`src/hw/rtl/tcd_pkg.sv`:
```
// ----------------------------------------------------------------------------
// tcd_pkg
// Shared types, keyword tables and helpers for the text command decoder.
// ----------------------------------------------------------------------------
package tcd_pkg;

   localparam int NumKeys   = 6;
   localparam int KeyLenMax = 9;

   typedef logic [$clog2(NumKeys)-1:0]     key_idx_type;
   typedef logic [$clog2(KeyLenMax+1)-1:0] match_type;

   // keyword index order is also the result priority order
   localparam key_idx_type KEY_OPEN     = 3'd0;
   localparam key_idx_type KEY_CLOSE    = 3'd1;
   localparam key_idx_type KEY_LEVEL    = 3'd2;
   localparam key_idx_type KEY_COMM_OK  = 3'd3;
   localparam key_idx_type KEY_MAX      = 3'd4;
   localparam key_idx_type KEY_START_OK = 3'd5;

   localparam logic [2:0] CODE_NONE     = 3'd0;
   localparam logic [2:0] CODE_OPEN     = 3'd1;
   localparam logic [2:0] CODE_CLOSE    = 3'd2;
   localparam logic [2:0] CODE_LEVEL    = 3'd3;
   localparam logic [2:0] CODE_COMM_OK  = 3'd4;
   localparam logic [2:0] CODE_MAX      = 3'd5;
   localparam logic [2:0] CODE_START_OK = 3'd6;

   localparam logic [7:0] CHAR_NUL   = 8'h00;
   localparam logic [7:0] CHAR_HASH  = 8'h23;
   localparam logic [7:0] CHAR_BANG  = 8'h21;
   localparam logic [7:0] CHAR_PLUS  = 8'h2B;
   localparam logic [7:0] CHAR_MINUS = 8'h2D;
   localparam logic [7:0] CHAR_SPACE = 8'h20;
   localparam logic [7:0] CHAR_TAB   = 8'h09;
   localparam logic [7:0] CHAR_CR    = 8'h0D;
   localparam logic [7:0] CHAR_ZERO  = 8'h30;
   localparam logic [7:0] CHAR_NINE  = 8'h39;

   localparam logic [7:0] ValueMax = 8'd100;
   localparam logic [7:0] AccMax   = 8'd255;

   localparam logic [7:0] KEY_TEXT [NumKeys][KeyLenMax] = '{
      '{"O", "p", "e", "n", 8'h00, 8'h00, 8'h00, 8'h00, 8'h00},
      '{"C", "l", "o", "s", "e", 8'h00, 8'h00, 8'h00, 8'h00},
      '{"L", "e", "v", "e", "l", 8'h00, 8'h00, 8'h00, 8'h00},
      '{"C", "o", "m", "m", "#", "O", "K", "!", 8'h00},
      '{"M", "a", "x", 8'h00, 8'h00, 8'h00, 8'h00, 8'h00, 8'h00},
      '{"S", "t", "a", "r", "t", "#", "O", "K", "!"}
   };

   localparam match_type KEY_LEN [NumKeys] = '{
      4'd4, 4'd5, 4'd5, 4'd8, 4'd3, 4'd9
   };

   typedef enum logic [1:0] {
      PHASE_WAIT_HASH,
      PHASE_IN_VALUE,
      PHASE_DONE
   } phase_type;

   typedef enum logic [1:0] {
      NUM_START,
      NUM_SIGN,
      NUM_DIGITS,
      NUM_END
   } num_state_type;

   typedef struct packed {
      logic [7:0] char_in;
      logic       last;
   } req_byte_type;

   // none of the keywords has a prefix with a border, so a mismatch falls
   // back to either an empty match or a match of the first letter
   function automatic match_type next_match(input key_idx_type k,
                                            input match_type m,
                                            input logic [7:0] c);
      match_type res;
      if (c == KEY_TEXT[k][m]) begin
         res = m + match_type'(1);
      end else if (c == KEY_TEXT[k][0]) begin
         res = match_type'(1);
      end else begin
         res = '0;
      end
      return res;
   endfunction

   function automatic logic is_space(input logic [7:0] c);
      return (c == CHAR_SPACE) || ((c >= CHAR_TAB) && (c <= CHAR_CR));
   endfunction

endpackage

```
`src/hw/rtl/tcd_in_stage.sv`:
```
// ----------------------------------------------------------------------------
// tcd_in_stage
// Input register: holds one message byte until the parser takes it.
// ----------------------------------------------------------------------------
module tcd_in_stage (
   input  logic                  clock,
   input  logic                  reset,
   input  logic                  req_valid,
   output logic                  req_stall,
   input  logic [7:0]            req_char_in,
   input  logic                  req_last,
   input  logic                  take,
   output logic                  byte_valid,
   output tcd_pkg::req_byte_type byte_data
);

   logic                  valid_ff;
   logic                  valid_in;
   tcd_pkg::req_byte_type data_ff;
   logic                  load;

   // the register frees up in the same cycle that the parser takes it
   assign load      = !valid_ff || take;
   assign req_stall = !load;
   assign valid_in  = load ? req_valid : valid_ff;

   always_ff @(posedge clock) begin
      if (reset) begin
         valid_ff <= 1'b0;
      end else begin
         valid_ff <= valid_in;
      end
   end

   always_ff @(posedge clock) begin
      if (load && req_valid) begin
         data_ff.char_in <= req_char_in;
         data_ff.last    <= req_last;
      end
   end

   assign byte_valid = valid_ff;
   assign byte_data  = data_ff;

endmodule

```
`src/hw/rtl/tcd_parser.sv`:
```
// ----------------------------------------------------------------------------
// tcd_parser
// Keyword matchers, value parser and result register.
// ----------------------------------------------------------------------------
module tcd_parser (
   input  logic                  clock,
   input  logic                  reset,
   input  logic                  byte_valid,
   input  tcd_pkg::req_byte_type byte_data,
   output logic                  take,
   output logic                  rsp_valid,
   input  logic                  rsp_stall,
   output logic [2:0]            rsp_code,
   output logic [6:0]            rsp_value
);

   tcd_pkg::match_type     match_ff   [tcd_pkg::NumKeys];
   tcd_pkg::match_type     match_in   [tcd_pkg::NumKeys];
   tcd_pkg::match_type     match_cand [tcd_pkg::NumKeys];
   tcd_pkg::match_type     match_upd  [tcd_pkg::NumKeys];
   logic [tcd_pkg::NumKeys-1:0] found_ff, found_in, found_upd;
   tcd_pkg::phase_type     phase_ff, phase_in, phase_upd;
   tcd_pkg::num_state_type num_ff, num_in, num_upd;
   logic [7:0]             acc_ff, acc_in, acc_upd;
   logic                   term_ff, term_in, term_upd;

   logic                   rsp_valid_ff, rsp_valid_in;
   logic [2:0]             code_ff, code_in;
   logic [6:0]             value_ff, value_in;

   logic [7:0]             c;
   logic [11:0]            acc_next_wide;
   logic                   is_digit;

   assign c        = byte_data.char_in;
   assign is_digit = (c >= tcd_pkg::CHAR_ZERO) && (c <= tcd_pkg::CHAR_NINE);
   // '0'..'9' are 0x30..0x39, so the low nibble is the digit
   assign acc_next_wide = {4'd0, acc_ff} * 12'd10 + {8'd0, c[3:0]};

   // a closing request waits only while the result register is full and held
   assign take = byte_valid && (!byte_data.last || !rsp_valid_ff || !rsp_stall);

   always_comb begin
      for (int k = 0; k < tcd_pkg::NumKeys; k++) begin
         match_cand[k] = tcd_pkg::next_match(tcd_pkg::key_idx_type'(k), match_ff[k], c);
      end
   end

   // state after this byte
   always_comb begin
      match_upd = match_ff;
      found_upd = found_ff;
      phase_upd = phase_ff;
      num_upd   = num_ff;
      acc_upd   = acc_ff;
      term_upd  = term_ff;
      if (!term_ff) begin
         if (c == tcd_pkg::CHAR_NUL) begin
            term_upd = 1'b1;
         end else begin
            for (int k = 0; k < tcd_pkg::NumKeys; k++) begin
               if (!found_ff[k]) begin
                  if (match_cand[k] == tcd_pkg::KEY_LEN[k]) begin
                     found_upd[k] = 1'b1;
                     match_upd[k] = '0;
                  end else begin
                     match_upd[k] = match_cand[k];
                  end
               end
            end
            unique case (phase_ff)
               tcd_pkg::PHASE_WAIT_HASH: begin
                  if (c == tcd_pkg::CHAR_HASH) begin
                     phase_upd = tcd_pkg::PHASE_IN_VALUE;
                  end
               end
               tcd_pkg::PHASE_IN_VALUE: begin
                  if (c == tcd_pkg::CHAR_BANG) begin
                     phase_upd = tcd_pkg::PHASE_DONE;
                  end else if (num_ff != tcd_pkg::NUM_END) begin
                     priority if (is_digit) begin
                        acc_upd = (acc_next_wide > {4'd0, tcd_pkg::AccMax}) ?
                                  tcd_pkg::AccMax : acc_next_wide[7:0];
                        num_upd = tcd_pkg::NUM_DIGITS;
                     end else if (num_ff == tcd_pkg::NUM_START && tcd_pkg::is_space(c)) begin
                        num_upd = num_ff;
                     end else if (num_ff == tcd_pkg::NUM_START && c == tcd_pkg::CHAR_PLUS) begin
                        num_upd = tcd_pkg::NUM_SIGN;
                     end else if (num_ff == tcd_pkg::NUM_START && c == tcd_pkg::CHAR_MINUS) begin
                        // negative numbers clamp to zero
                        acc_upd = '0;
                        num_upd = tcd_pkg::NUM_END;
                     end else begin
                        num_upd = tcd_pkg::NUM_END;
                     end
                  end
               end
               tcd_pkg::PHASE_DONE: begin
                  phase_upd = phase_ff;
               end
               default: begin
                  phase_upd = phase_ff;
               end
            endcase
         end
      end
   end

   // result for a closing byte
   always_comb begin
      code_in = tcd_pkg::CODE_NONE;
      for (int k = tcd_pkg::NumKeys - 1; k >= 0; k--) begin
         if (found_upd[k]) begin
            code_in = 3'(k + 1);
         end
      end
      value_in = '0;
      if ((code_in == tcd_pkg::CODE_OPEN || code_in == tcd_pkg::CODE_CLOSE ||
           code_in == tcd_pkg::CODE_LEVEL || code_in == tcd_pkg::CODE_MAX) &&
          phase_upd != tcd_pkg::PHASE_WAIT_HASH) begin
         value_in = (acc_upd > tcd_pkg::ValueMax) ? tcd_pkg::ValueMax[6:0] : acc_upd[6:0];
      end
   end

   // a closing byte returns all parser state to idle
   always_comb begin
      match_in = match_ff;
      found_in = found_ff;
      phase_in = phase_ff;
      num_in   = num_ff;
      acc_in   = acc_ff;
      term_in  = term_ff;
      if (take) begin
         if (byte_data.last) begin
            for (int k = 0; k < tcd_pkg::NumKeys; k++) begin
               match_in[k] = '0;
            end
            found_in = '0;
            phase_in = tcd_pkg::PHASE_WAIT_HASH;
            num_in   = tcd_pkg::NUM_START;
            acc_in   = '0;
            term_in  = 1'b0;
         end else begin
            match_in = match_upd;
            found_in = found_upd;
            phase_in = phase_upd;
            num_in   = num_upd;
            acc_in   = acc_upd;
            term_in  = term_upd;
         end
      end
   end

   always_comb begin
      if (take && byte_data.last) begin
         rsp_valid_in = 1'b1;
      end else if (!rsp_stall) begin
         rsp_valid_in = 1'b0;
      end else begin
         rsp_valid_in = rsp_valid_ff;
      end
   end

   always_ff @(posedge clock) begin
      if (reset) begin
         for (int k = 0; k < tcd_pkg::NumKeys; k++) begin
            match_ff[k] <= '0;
         end
         found_ff     <= '0;
         phase_ff     <= tcd_pkg::PHASE_WAIT_HASH;
         num_ff       <= tcd_pkg::NUM_START;
         acc_ff       <= '0;
         term_ff      <= 1'b0;
         rsp_valid_ff <= 1'b0;
      end else begin
         match_ff     <= match_in;
         found_ff     <= found_in;
         phase_ff     <= phase_in;
         num_ff       <= num_in;
         acc_ff       <= acc_in;
         term_ff      <= term_in;
         rsp_valid_ff <= rsp_valid_in;
      end
   end

   always_ff @(posedge clock) begin
      if (take && byte_data.last) begin
         code_ff  <= code_in;
         value_ff <= value_in;
      end
   end

   assign rsp_valid = rsp_valid_ff;
   assign rsp_code  = code_ff;
   assign rsp_value = value_ff;

endmodule

```
`src/hw/rtl/text_command_decoder.sv`:
```
// A request's last byte is held in the input register until the parser takes it, and its
// result is then registered in the result register, which holds it until it is taken.
// Throughput: one byte per cycle; the input register and the result register
// let bytes keep flowing while a finished result waits to be taken.
// Only a last byte waits when the result register is full and stalled.
// Reset (synchronous, active high) empties both registers and clears all parser state.
// ----------------------------------------------------------------------------
// text_command_decoder
// Byte-serial keyword and value decoder for short text command messages.
// ----------------------------------------------------------------------------
module text_command_decoder (
   input  logic       clock,
   input  logic       reset,
   input  logic       req_valid,
   output logic       req_stall,
   input  logic [7:0] req_char_in,
   input  logic       req_last,
   output logic       rsp_valid,
   input  logic       rsp_stall,
   output logic [2:0] rsp_code,
   output logic [6:0] rsp_value
);

   logic                  byte_valid;
   tcd_pkg::req_byte_type byte_data;
   logic                  take;

   tcd_in_stage u_in_stage (
      .clock       (clock),
      .reset       (reset),
      .req_valid   (req_valid),
      .req_stall   (req_stall),
      .req_char_in (req_char_in),
      .req_last    (req_last),
      .take        (take),
      .byte_valid  (byte_valid),
      .byte_data   (byte_data)
   );

   tcd_parser u_parser (
      .clock      (clock),
      .reset      (reset),
      .byte_valid (byte_valid),
      .byte_data  (byte_data),
      .take       (take),
      .rsp_valid  (rsp_valid),
      .rsp_stall  (rsp_stall),
      .rsp_code   (rsp_code),
      .rsp_value  (rsp_value)
   );

endmodule
```
`config.mk`:
```
export PLATFORM = sky130hd
export DESIGN_NAME = text_command_decoder
export DESIGN_NICKNAME = d
export VERILOG_FILES = /design/src/hw/rtl/tcd_pkg.sv /design/src/hw/rtl/tcd_in_stage.sv /design/src/hw/rtl/tcd_parser.sv /design/src/hw/rtl/text_command_decoder.sv
export SDC_FILE = /design/constraint.sdc
export NUM_CORES = 1
export LEC_CHECK = 0
export ABC_AREA = 1
export BUFFER_PORTS_ARGS = -buffer_cell sky130_fd_sc_hd__buf_4
export CAP_MARGIN = 30
export CORE_UTILIZATION = 51
export DETAILED_ROUTE_END_ITERATION = 10
export GPL_TIMING_DRIVEN = 0
export HOLD_SLACK_MARGIN = 0.1
export PLACE_DENSITY_LB_ADDON = 0.3
export SLEW_MARGIN = 20
export SYNTH_ARGS = -nofsm -noshare
export SYNTH_HDL_FRONTEND = slang
export SYNTH_SLANG_ARGS = --single-unit
```
`constraint.sdc`:
```
create_clock -name clock -period 4.8 [get_ports clock]
set_input_delay 0.96 -clock clock [delete_from_list [all_inputs] [get_ports clock]]
set_output_delay 0.96 -clock clock [all_outputs]
set_load 0.01 [all_outputs]
```
==> key figures, run 1 <==
STA
  • Final Hold Fails: 0
  • TNS Setup: 0 ns
  • Fmax: 298 MHz
  • Max-slew violation count: 0
  • RSZ-0062 raised after global routing: no
  • Slew headroom: 0.406
  • Final setup violation count: 0
  • Final Skew: 0.0164 ns
  • Post-layout min period: 3.35 ns
  • Hold slack: 0.477 ns
  • Tcrit/Tclk final: 0.699
  • Worst slew pin tran: 0.887 ns

Placed design
  • Dpl hpwl: 9.86 mm
  • # port buffers: 23
  • Routability congestion estimate: 0.879
  • Placed instance area: 0.00583 mm^2
  • Placed insts: 1,001

Synthesis
  • Post-synth top area share: 0.177
  • #FFs+latches synth: 64
  • Yosys warning count: 0
  • Post-synth EDFFs: 19
  • Syn avg cell area: 6.51 um^2
  • Area of the mapped netlist: 0.00549 mm^2
  • Sequential-to-total area share from yosys stat: 0.268
  • Post-synth net total: 896
  • Synth top cells by count: 259 x nand2_1, 100 x inv_1, 75 x nor2_1
  • Async set-reset flop share out of synthesis: 0
  • Post-synthesis cell type count: 47
  • Synthesized instance count: 842
  • Post-synth top area cell: nand2_1
  • Synth area leaders: nand2_1 18%, dfxtp_1 16%, edfxtp_1 10%
  • Ys flop type: dfxtp_1
  • Most frequent cell after synthesis: nand2_1

Global routing
  • First-pass GRT wire length: 22.4 mm
  • Busiest grt layer: met2
  • Initial antenna violation count: 0
  • Met3 Usage GRT: 0.0519
  • Largest net degree at the start of global routing: 13
  • GRT overflow: 0
  • Via count of the first global-routing pass: 4,658
  • GRT Total Usage: 0.255
  • Grt met2 use: 0.385
  • Met1 Usage GRT: 0.370

Power
  • Cell area power density: 185 mW/mm^2
  • LEAKAGE: 2.85 nW
  • Maximum vdd ir drop: 168 uV

CTS
  • H-tree depth: 3
  • Clk buf depth: 2
  • Clock transition at the registers of the reported paths: 0.08 ns
  • # hold bufs at CTS: 0
  • Root buffer cell: clkbuf_8
  • Worst-Skew Late Latency: 0.37 ns
  • Post-CTS Setup Bufs: 0
  • TritonCTS Buffers: 9
  • Resized Gates After CTS: 0
  • TritonCTS clock tree: done
  • Sink Count: 64

Detailed routing
  • Post-route ant nets: 0
  • Detailed router's first-iteration violation count: 510
  • Wire per inst: 13.0 um
  • Drt total wl: 13.3 mm
  • DRC viols: 0
  • Vias: 5,245
  • Post-DR vias/cell: 5.16
  • Pre-antenna DRT Iters: 5

Min path
  • Hold WC Path Type: flop to flop
  • Worst hold path stage count: 2

Die
  • Row count: 37
  • Full die area: 0.0112 mm^2
  • Boundary Pins: 25
  • Core area: 0.0104 mm^2
  • Die Wd: 106 um
  • Initial Utilization: 0.529
  • Die Span Y: 106 um

Outcome
  • Status: complete, no violations

Layout
  • Final nets: 930
  • Multi-input logic area: 0.00341 mm^2
  • Syn-to-layout area delta: 9.35%
  • ANT cells: 0
  • Final instance area: 0.00600 mm^2
  • Layout cells sized above 1: 0.128
  • Non-Filler Instances: 1,017
  • Sequential Area: 0.00147 mm^2
  • Fillers: 1,036

Critical path
  • R2R cell count: 17
  • WP data arrival: 3.57 ns
  • CP Launch Type: flop
  • Crit path required time: 5.01 ns
  • Worst Setup Path Type: flop to flop
  • Crit-path max FO: 8
  • Worst setup EP type: flop

Flow run
  • Max_cap viols: 0
==> worst paths after layout <==
kind	start	endpoint	slack, ns
worst max-delay path	u_parser.acc_ff[3]	u_parser.rsp_value[0]	1.45
worst min-delay path	u_parser.match_ff[23]	u_parser.match_ff[23]	0.48
worst max register to register	u_parser.acc_ff[3]	u_parser.rsp_value[0]	1.45
worst min register to register	u_parser.match_ff[23]	u_parser.match_ff[23]	0.48
==> layout by cell type, fill, tap and decap left out, types with 9 or more instances in the layout <==
cell / n
nand2_1: 259
inv_1: 100
a21oi_1: 58
dfxtp_1: 45
nor2_2: 9
nand4_1: 26
o21ai_0: 9
clkbuf_8: 9
edfxtp_1: 19
xor2_1: 14
nand3_1: 74
nor2_1: 75
buf_4: 26
ha_1: 39
inv_2: 18
==> flip-flops by register name (all words and copies together), names as in the netlist <==
name                   flops
u_in_stage.byte_valid      1
u_parser.rsp_code          3
u_parser.phase_ff          2
u_in_stage.byte_data       9
u_parser.term_ff           1
u_parser.match_ff         24
u_parser.rsp_valid         1
u_parser.num_ff            2
u_parser.acc_ff            8
u_parser.rsp_value         7
u_parser.found_ff          6
==> power by group <==
part	internal [W]	leakage (nW)	total, W	switching (W)
combinational	0.0000359	2.23	0.000114	0.0000783
sequential	0.000563	0.541	0.000569	0.00000584
clock	0.000186	0.0830	0.000426	0.000240
==> worst max-delay path: stages (launching register included) <==
cell and delay (ns):
dfxtp_1 0.49, ha_1 0.29, ha_1 0.23, inv_1 0.08, fa_1 0.43, nor2_1 0.15
nand3_1 0.11, a21oi_1 0.18, nand3b_1 0.09, nand2_1 0.19, nand4_1 0.17, a21boi_2 0.24
nand2_1 0.07, nor2_1 0.09, nand2_1 0.08, nand2_1 0.09, nand3_2 0.09, nor2_1 0.13
==> logic make-up after synthesis <==
family,count (synthesis),share of synthesized area
and+or+nand+nor,481,0.395
buffers and inverters,143,0.109
AOI/OAI and AO/OA,95,0.101
DFF,64,0.268
adders and majority gates,41,0.0963
xor gates and xnor gates,17,0.0271
muxes,1,0.00274
==> area by class of cell <==
type / instances / area share
Sequential cell: 64 / 0.245
Buffer: 20 / 0.0194
Inverter: 123 / 0.0807
Tap cell: 136 / 0.0284
Clock inverter: 7 / 0.00772
Clock buffer: 9 / 0.0207
Timing Repair Buffer: 23 / 0.0288
Multi-Input combinational cell: 635 / 0.569
==> per-layer routing <==
layer,part of all wire,up-vias
met5,0,-
met4,0.0087,0
met3,0.063,9
met2,0.43,127
met1,0.50,2316
li1,-,2793
==> per-stage QoR <==
step	utilization	power [W]	worst slack, ns
after floorplan	-	0.000656	1.87
after global placement	0.562	0.000693	1.51
after detailed placement	0.562	0.000693	1.51
after CTS	0.578	0.00111	1.47
after global routing	0.578	0.00115	1.02
final	0.578	0.00111	1.45
Power figures use the tool's default switching activity.
==> run 2, diff against run 1 <==
clock period = 3.45 ns   (was 4.8 ns; I/O delays follow)
==> run 2 against run 1 <==
  * Power up 39%
  * Final cell count unchanged
  * Setup slack worse by 1.1 ns
  * Utilization is 0.30 points higher
  * Global-route usage is the same
  * Die area unchanged
  * Worst hold slack hardly changed
  * Highest routed layer unchanged
==> key figures, run 2 (synthesis gave the netlist of run 1 again) <==
Global routing
  • Initial antenna violation count: 0 (unchanged)
  • Met1 Usage GRT: 0.370 (unchanged)
  • Grt met2 use: 0.385 (unchanged)
  • Via count of the first global-routing pass: 4,658 (unchanged)
  • Met3 Usage GRT: 0.0519 (unchanged)
  • Largest net degree at the start of global routing: 13 (unchanged)
  • Busiest grt layer: met2
  • First-pass GRT wire length: 22.4 mm (unchanged)
  • GRT Total Usage: 0.255 (unchanged)
  • GRT overflow: 0 (unchanged)

Flow run
  • Max_cap viols: 0 (unchanged)

CTS
  • Worst-Skew Late Latency: 0.36 ns (about the same)
  • Sink Count: 64 (unchanged)
  • H-tree depth: 3 (unchanged)
  • Root buffer cell: clkbuf_8
  • # hold bufs at CTS: 0 (unchanged)
  • TritonCTS Buffers: 9 (unchanged)
  • Clock transition at the registers of the reported paths: 0.08 ns (about the same)
  • Resized Gates After CTS: 0 (unchanged)
  • Clk buf depth: 2 (unchanged)
  • Post-CTS Setup Bufs: 0 (unchanged)
  • TritonCTS clock tree: done

Die
  • Row count: 37 (unchanged)
  • Core area: 0.0104 mm^2 (unchanged)
  • Die Span Y: 106 um (unchanged)
  • Boundary Pins: 25 (unchanged)
  • Initial Utilization: 0.529 (unchanged)
  • Die Wd: 106 um (unchanged)
  • Full die area: 0.0112 mm^2 (unchanged)

Layout
  • Layout cells sized above 1: 0.140 (+0.0114)
  • Post-layout util: 0.581 (+0.00302)
  • Most common cell after layout, fill and taps aside: nand2_1
  • Final nets: 930 (unchanged)
  • Most frequent cells in the layout: 258 x nand2_1, 100 x inv_1, 73 x nand3_1, 73 x nor2_1, 57 x a21oi_1
  • Top reg by flops: u_parser.match_ff
  • Max reg flops: 24 (unchanged)
  • ANT cells: 0 (unchanged)
  • Syn-to-layout area delta: 9.92%

Critical path
  • R2R setup slack: 0.32 ns (-1.13 ns)
  • Worst setup EP type: flop
  • Crit-path max FO: 8 (unchanged)
  • Worst Setup EP: u_parser.rsp_value[0]
  • R2R cell count: 17 (unchanged)
  • Crit path from: u_parser.acc_ff[3]
  • RR Endpoint: u_parser.rsp_value[0]
  • CP Launch Type: flop
  • Crit path required time: 3.67 ns (-1.34 ns)
  • Reg2reg start: u_parser.acc_ff[3]
  • Worst Setup Path Type: flop to flop
  • WP data arrival: 3.35 ns (-0.22 ns)

Power
  • Maximum vdd ir drop: 235 uV (+40%)
  • Total power: 0.00154 W (+39%)
  • LEAKAGE: 2.86 nW (+0.13%)
  • Cell area power density: 256 mW/mm^2 (+38%)

Detailed routing
  • Post-route ant nets: 0 (unchanged)
  • Wire per inst: 13.0 um (-0.29%)
  • Vias: 5,263 (+0.34%)
  • Drt total wl: 13.2 mm (-0.29%)
  • Detailed router's first-iteration violation count: 513 (+0.59%)
  • Pre-antenna DRT Iters: 5 (unchanged)
  • DRC viols: 0 (unchanged)
  • Post-DR vias/cell: 5.18 (+0.34%)

STA
  • Fmax: 319 MHz (+7.1%)
  • Final setup violation count: 0 (unchanged)
  • TNS Setup: 0 ns (unchanged)
  • Max-slew violation count: 0 (unchanged)
  • Hold slack: 0.477 ns (+0.000124 ns)
  • Post-layout min period: 3.13 ns (-0.221 ns)
  • Slew headroom: 0.405 (-0.00172)
  • Worst slew pin tran: 0.890 ns (+0.00257 ns)
  • Tcrit/Tclk final: 0.908 (+0.209)
  • Final Skew: 0.0159 ns (-0.000489 ns)
  • Final Hold Fails: 0 (unchanged)

Min path
  • Hold_sp: u_parser.match_ff[23]
  • Hold WC Path Type: flop to flop
  • Worst hold path stage count: 2 (unchanged)

Outcome
  • Status: complete, no violations

Placed design
  • Dpl hpwl: 9.86 mm (unchanged)
  • Routability congestion estimate: 0.879 (unchanged)
  • # port buffers: 23 (unchanged)
run 2: through the flow:
| step | setup WS [ns] | instances | cell area, um^2 |
|---|---|---|---|
| after floorplan | 0.524 | 842 | 5490 |
| after global placement | 0.160 | 1001 | 5830 |
| after detailed placement | 0.157 | 1001 | 5830 |
| after CTS | 0.120 | 1017 | 6000 |
| after global routing | -0.0273 | 1017 | 6030 |
| final | 0.318 | 1017 | 6030 |
run 2: power by group:
group / switching [W] / internal (W) / leakage, nW
logic: 0.000109 / 0.0000499 / 2.23
clock network: 0.000332 / 0.000259 / 0.0830
registers: 0.00000822 / 0.000783 / 0.544
total: 0.000449 / 0.00109 / 2.86
run 2: metal layers:
layer | wire (um) | vias up
met5 | 0 | -
met4 | 147 | 0
met3 | 855 | 10
met2 | 5630 | 143
met1 | 6600 | 2319
li1 | - | 2791
run 2: critical path, stage by stage (launching register included):
cell,delay [ns]
dfxtp_4,0.38
ha_1,0.28
ha_2,0.18
inv_1,0.05
fa_1,0.49
nor2_2,0.13
nand3_2,0.09
a21oi_2,0.16
nand3b_1,0.10
nand2_2,0.14
nand4_1,0.15
a21boi_2,0.25
nand2_1,0.08
nor2_1,0.10
nand2_1,0.08
nand2_1,0.09
nand3_2,0.10
nor2_2,0.14
run 2: layout make-up:
class | count | area (um^2)
fill | 1034 | 4340
multi-input combinational | 635 | 3440
sequential | 64 | 1480
inverter | 123 | 484
timing repair buffer | 23 | 173
tap | 136 | 170
clock buffer | 9 | 124
buffer | 20 | 116
clock inverter | 7 | 46.3
run 2: worst min path at each step:
stage | to | slack [ns]
global route | u_in_stage.byte_data[1] | 0.49
CTS | u_parser.match_ff[23] | 0.47
detailed placement | u_parser.match_ff[23] | 0.46
finish | u_parser.match_ff[23] | 0.48
global placement | u_parser.found_ff[5] | 0.46
floorplan | u_parser.match_ff[23] | 0.44
==> run 3, diff against run 2 <==
ABC_CLOCK_PERIOD_IN_PS = 3450   (was unset)
CORE_UTILIZATION = 63   (was 51)
PLACE_DENSITY = 0.81   (was unset)
PLACE_DENSITY_LB_ADDON = unset   (was 0.3)
==> run 3 against run 2 <==
  * Power grew 5.0%
  * Setup slack lost 0.072 ns
  * Worst hold slack lost 0.0019 ns
  * Critical endpoint is now u_parser.rsp_value[5]
  * Die area shrank 19%
==> key figures, run 3 (synthesis gave the netlist of run 1 again) <==
Outcome
  • Status: complete, no violations

Die
  • Full die area: 0.00908 mm^2 (-19%)
  • Core area: 0.00834 mm^2 (-20%)
  • Boundary Pins: 25 (unchanged)
  • Row count: 33 (-11%)
  • Initial Utilization: 0.658 (+0.129)
  • Die Span Y: 95.3 um (-9.8%)
  • Die Wd: 95.3 um (-9.8%)

Critical path
  • WP data arrival: 3.32 ns (-0.03 ns)
  • Worst Setup Path Type: flop to flop
  • Crit-path max FO: 8 (unchanged)
  • Worst setup EP type: flop
  • CP Launch Type: flop
  • Crit path required time: 3.56 ns (-0.11 ns)

Placed design
  • Dpl hpwl: 10.7 mm (+8.3%)
  • Routability congestion estimate: 0.893 (+1.5%)
  • # port buffers: 23 (unchanged)

STA
  • Final Skew: 0.0127 ns (-0.00321 ns)
  • Hold slack: 0.475 ns (-0.00188 ns)
  • Final Hold Fails: 0 (unchanged)
  • Tcrit/Tclk final: 0.929 (+0.0210)
  • Post-layout min period: 3.20 ns (+0.0724 ns)
  • Slew headroom: 0.495 (+0.0904)
  • Worst slew pin tran: 0.758 ns (-0.132 ns)
  • Max-slew violation count: 0 (unchanged)
  • Fmax: 312 MHz (-2.3%)
  • Final setup violation count: 0 (unchanged)

CTS
  • TritonCTS Buffers: 9 (unchanged)
  • Post-CTS Setup Bufs: 0 (unchanged)
  • H-tree depth: 3 (unchanged)
  • Root buffer cell: clkbuf_8
  • Clk buf depth: 2 (unchanged)
  • Clock transition at the registers of the reported paths: 0.08 ns (about the same)
  • TritonCTS clock tree: done
  • # hold bufs at CTS: 0 (unchanged)
  • Resized Gates After CTS: 0 (unchanged)
  • Worst-Skew Late Latency: 0.36 ns (about the same)
  • Sink Count: 64 (unchanged)

Global routing
  • Busiest grt layer: met2
  • GRT Total Usage: 0.326 (+0.0715)
  • Met1 Usage GRT: 0.426 (+0.0563)
  • GRT overflow: 0 (unchanged)
  • Initial antenna violation count: 0 (unchanged)
  • Grt met2 use: 0.525 (+0.140)
  • Largest net degree at the start of global routing: 13 (unchanged)
  • First-pass GRT wire length: 22.8 mm (+1.6%)
  • Met3 Usage GRT: 0.0662 (+0.0142)
  • Via count of the first global-routing pass: 5,036 (+8.1%)

Layout
  • Post-layout util: 0.720 (+0.139)
  • ANT cells: 0 (unchanged)
  • Most common cell after layout, fill and taps aside: nand2_1
  • Most frequent cells in the layout: 257 x nand2_1, 100 x inv_1, 74 x nand3_1, 74 x nor2_1, 58 x a21oi_1
  • Layout cells sized above 1: 0.136 (-0.00356)
  • Syn-to-layout area delta: 9.53%
  • Final nets: 931 (+0.11%)
  • Top reg by flops: u_parser.match_ff
  • Max reg flops: 24 (unchanged)

Power
  • LEAKAGE: 2.87 nW (+0.56%)
  • Maximum vdd ir drop: 232 uV (-1.4%)
  • Total power: 0.00162 W (+5.0%)
  • Cell area power density: 269 mW/mm^2 (+5.4%)
  • Flop pwr share: 0.489 (-0.024)
  • Logic pwr share: 0.100 (-0.003)
  • Psw: 0.000450 W (+0.29%)
  • Switching Share: 0.278 (-0.0131)
  • Cell internal pwr: 0.00117 W (+6.9%)
  • Clk pwr share: 0.411 (+0.027)

Detailed routing
  • DRC viols: 0 (unchanged)
  • Drt total wl: 14.2 mm (+7.0%)
  • Post-DR vias/cell: 5.66 (+9.4%)
  • Pre-antenna DRT Iters: 6 (+1)
  • Post-route ant nets: 0 (unchanged)
  • Wire per inst: 14.3 um (+10%)
  • Vias: 5,586 (+6.1%)
  • Detailed router's first-iteration violation count: 450 (-12%)

Min path
  • Hold WC Path Type: flop to flop

Flow run
  • Max_cap viols: 0 (unchanged)
==> run 3: layout make-up <==
cell class | instances | area, um^2
Tap cell | 105 | 131
Multi-Input combinational cell | 635 | 3430
Clock buffer | 9 | 124
Buffer | 20 | 116
Clock inverter | 7 | 71.3
Inverter | 123 | 484
Sequential cell | 64 | 1480
Fill cell | 728 | 2330
Timing Repair Buffer | 24 | 180
==> run 3: worst paths after layout <==
path                                 to  cells past startpoint                  start  slack, ns
setup / recovery  u_parser.rsp_value[5]                     16     u_parser.acc_ff[3]       0.25
hold / removal    u_parser.match_ff[23]                      2  u_parser.match_ff[23]       0.48
setup reg to reg  u_parser.rsp_value[5]                     16     u_parser.acc_ff[3]       0.25
hold reg to reg   u_parser.match_ff[23]                      2  u_parser.match_ff[23]       0.48
==> run 3: worst max-delay path, stage by stage, from the launching register on <==
cell and delay, ns:
dfxtp_2 0.36, ha_1 0.28, ha_1 0.18, inv_1 0.07
fa_1 0.52, nor2_1 0.16, nand3_1 0.11, a21oi_1 0.18
nand3b_1 0.11, nand2_2 0.14, nand4_1 0.19, a21boi_2 0.21
nand2_1 0.06, nor2_1 0.10, nand2_1 0.09, a21oi_1 0.15
nor2_1 0.06
==> run 3: power groups by stage <==
stage | logic (W) | clock network (W) | registers [W]
after detailed placement | 0.000156 | 0 | 0.000809
after global routing | 0.000176 | 0.000694 | 0.000792
final | 0.000162 | 0.000665 | 0.000791
after global placement | 0.000153 | 0 | 0.000808
after CTS | 0.000157 | 0.000669 | 0.000791
after floorplan | 0.000104 | 0 | 0.000808
==> run 3: per-stage QoR <==
stage          instance area (um^2)  setup slack [ns]  cells  setup TNS [ns]
2_1_floorplan                  5490             0.524    842               0
3_3_place_gp                   5790             0.183    970               0
3_5_place_dp                   5790             0.136    970               0
4_1_cts                        5980             0.133    986               0
5_1_grt                        6010          -0.00140    987        -0.00140
6_report                       6010             0.245    987               0
==> run 3: per-layer routing <==
metal,wire length [um],up-vias,share of wire
met5,0,-,0
met4,413,0,0.029
met3,1050,43,0.074
met2,6420,232,0.45
met1,6280,2517,0.44
li1,-,2794,-
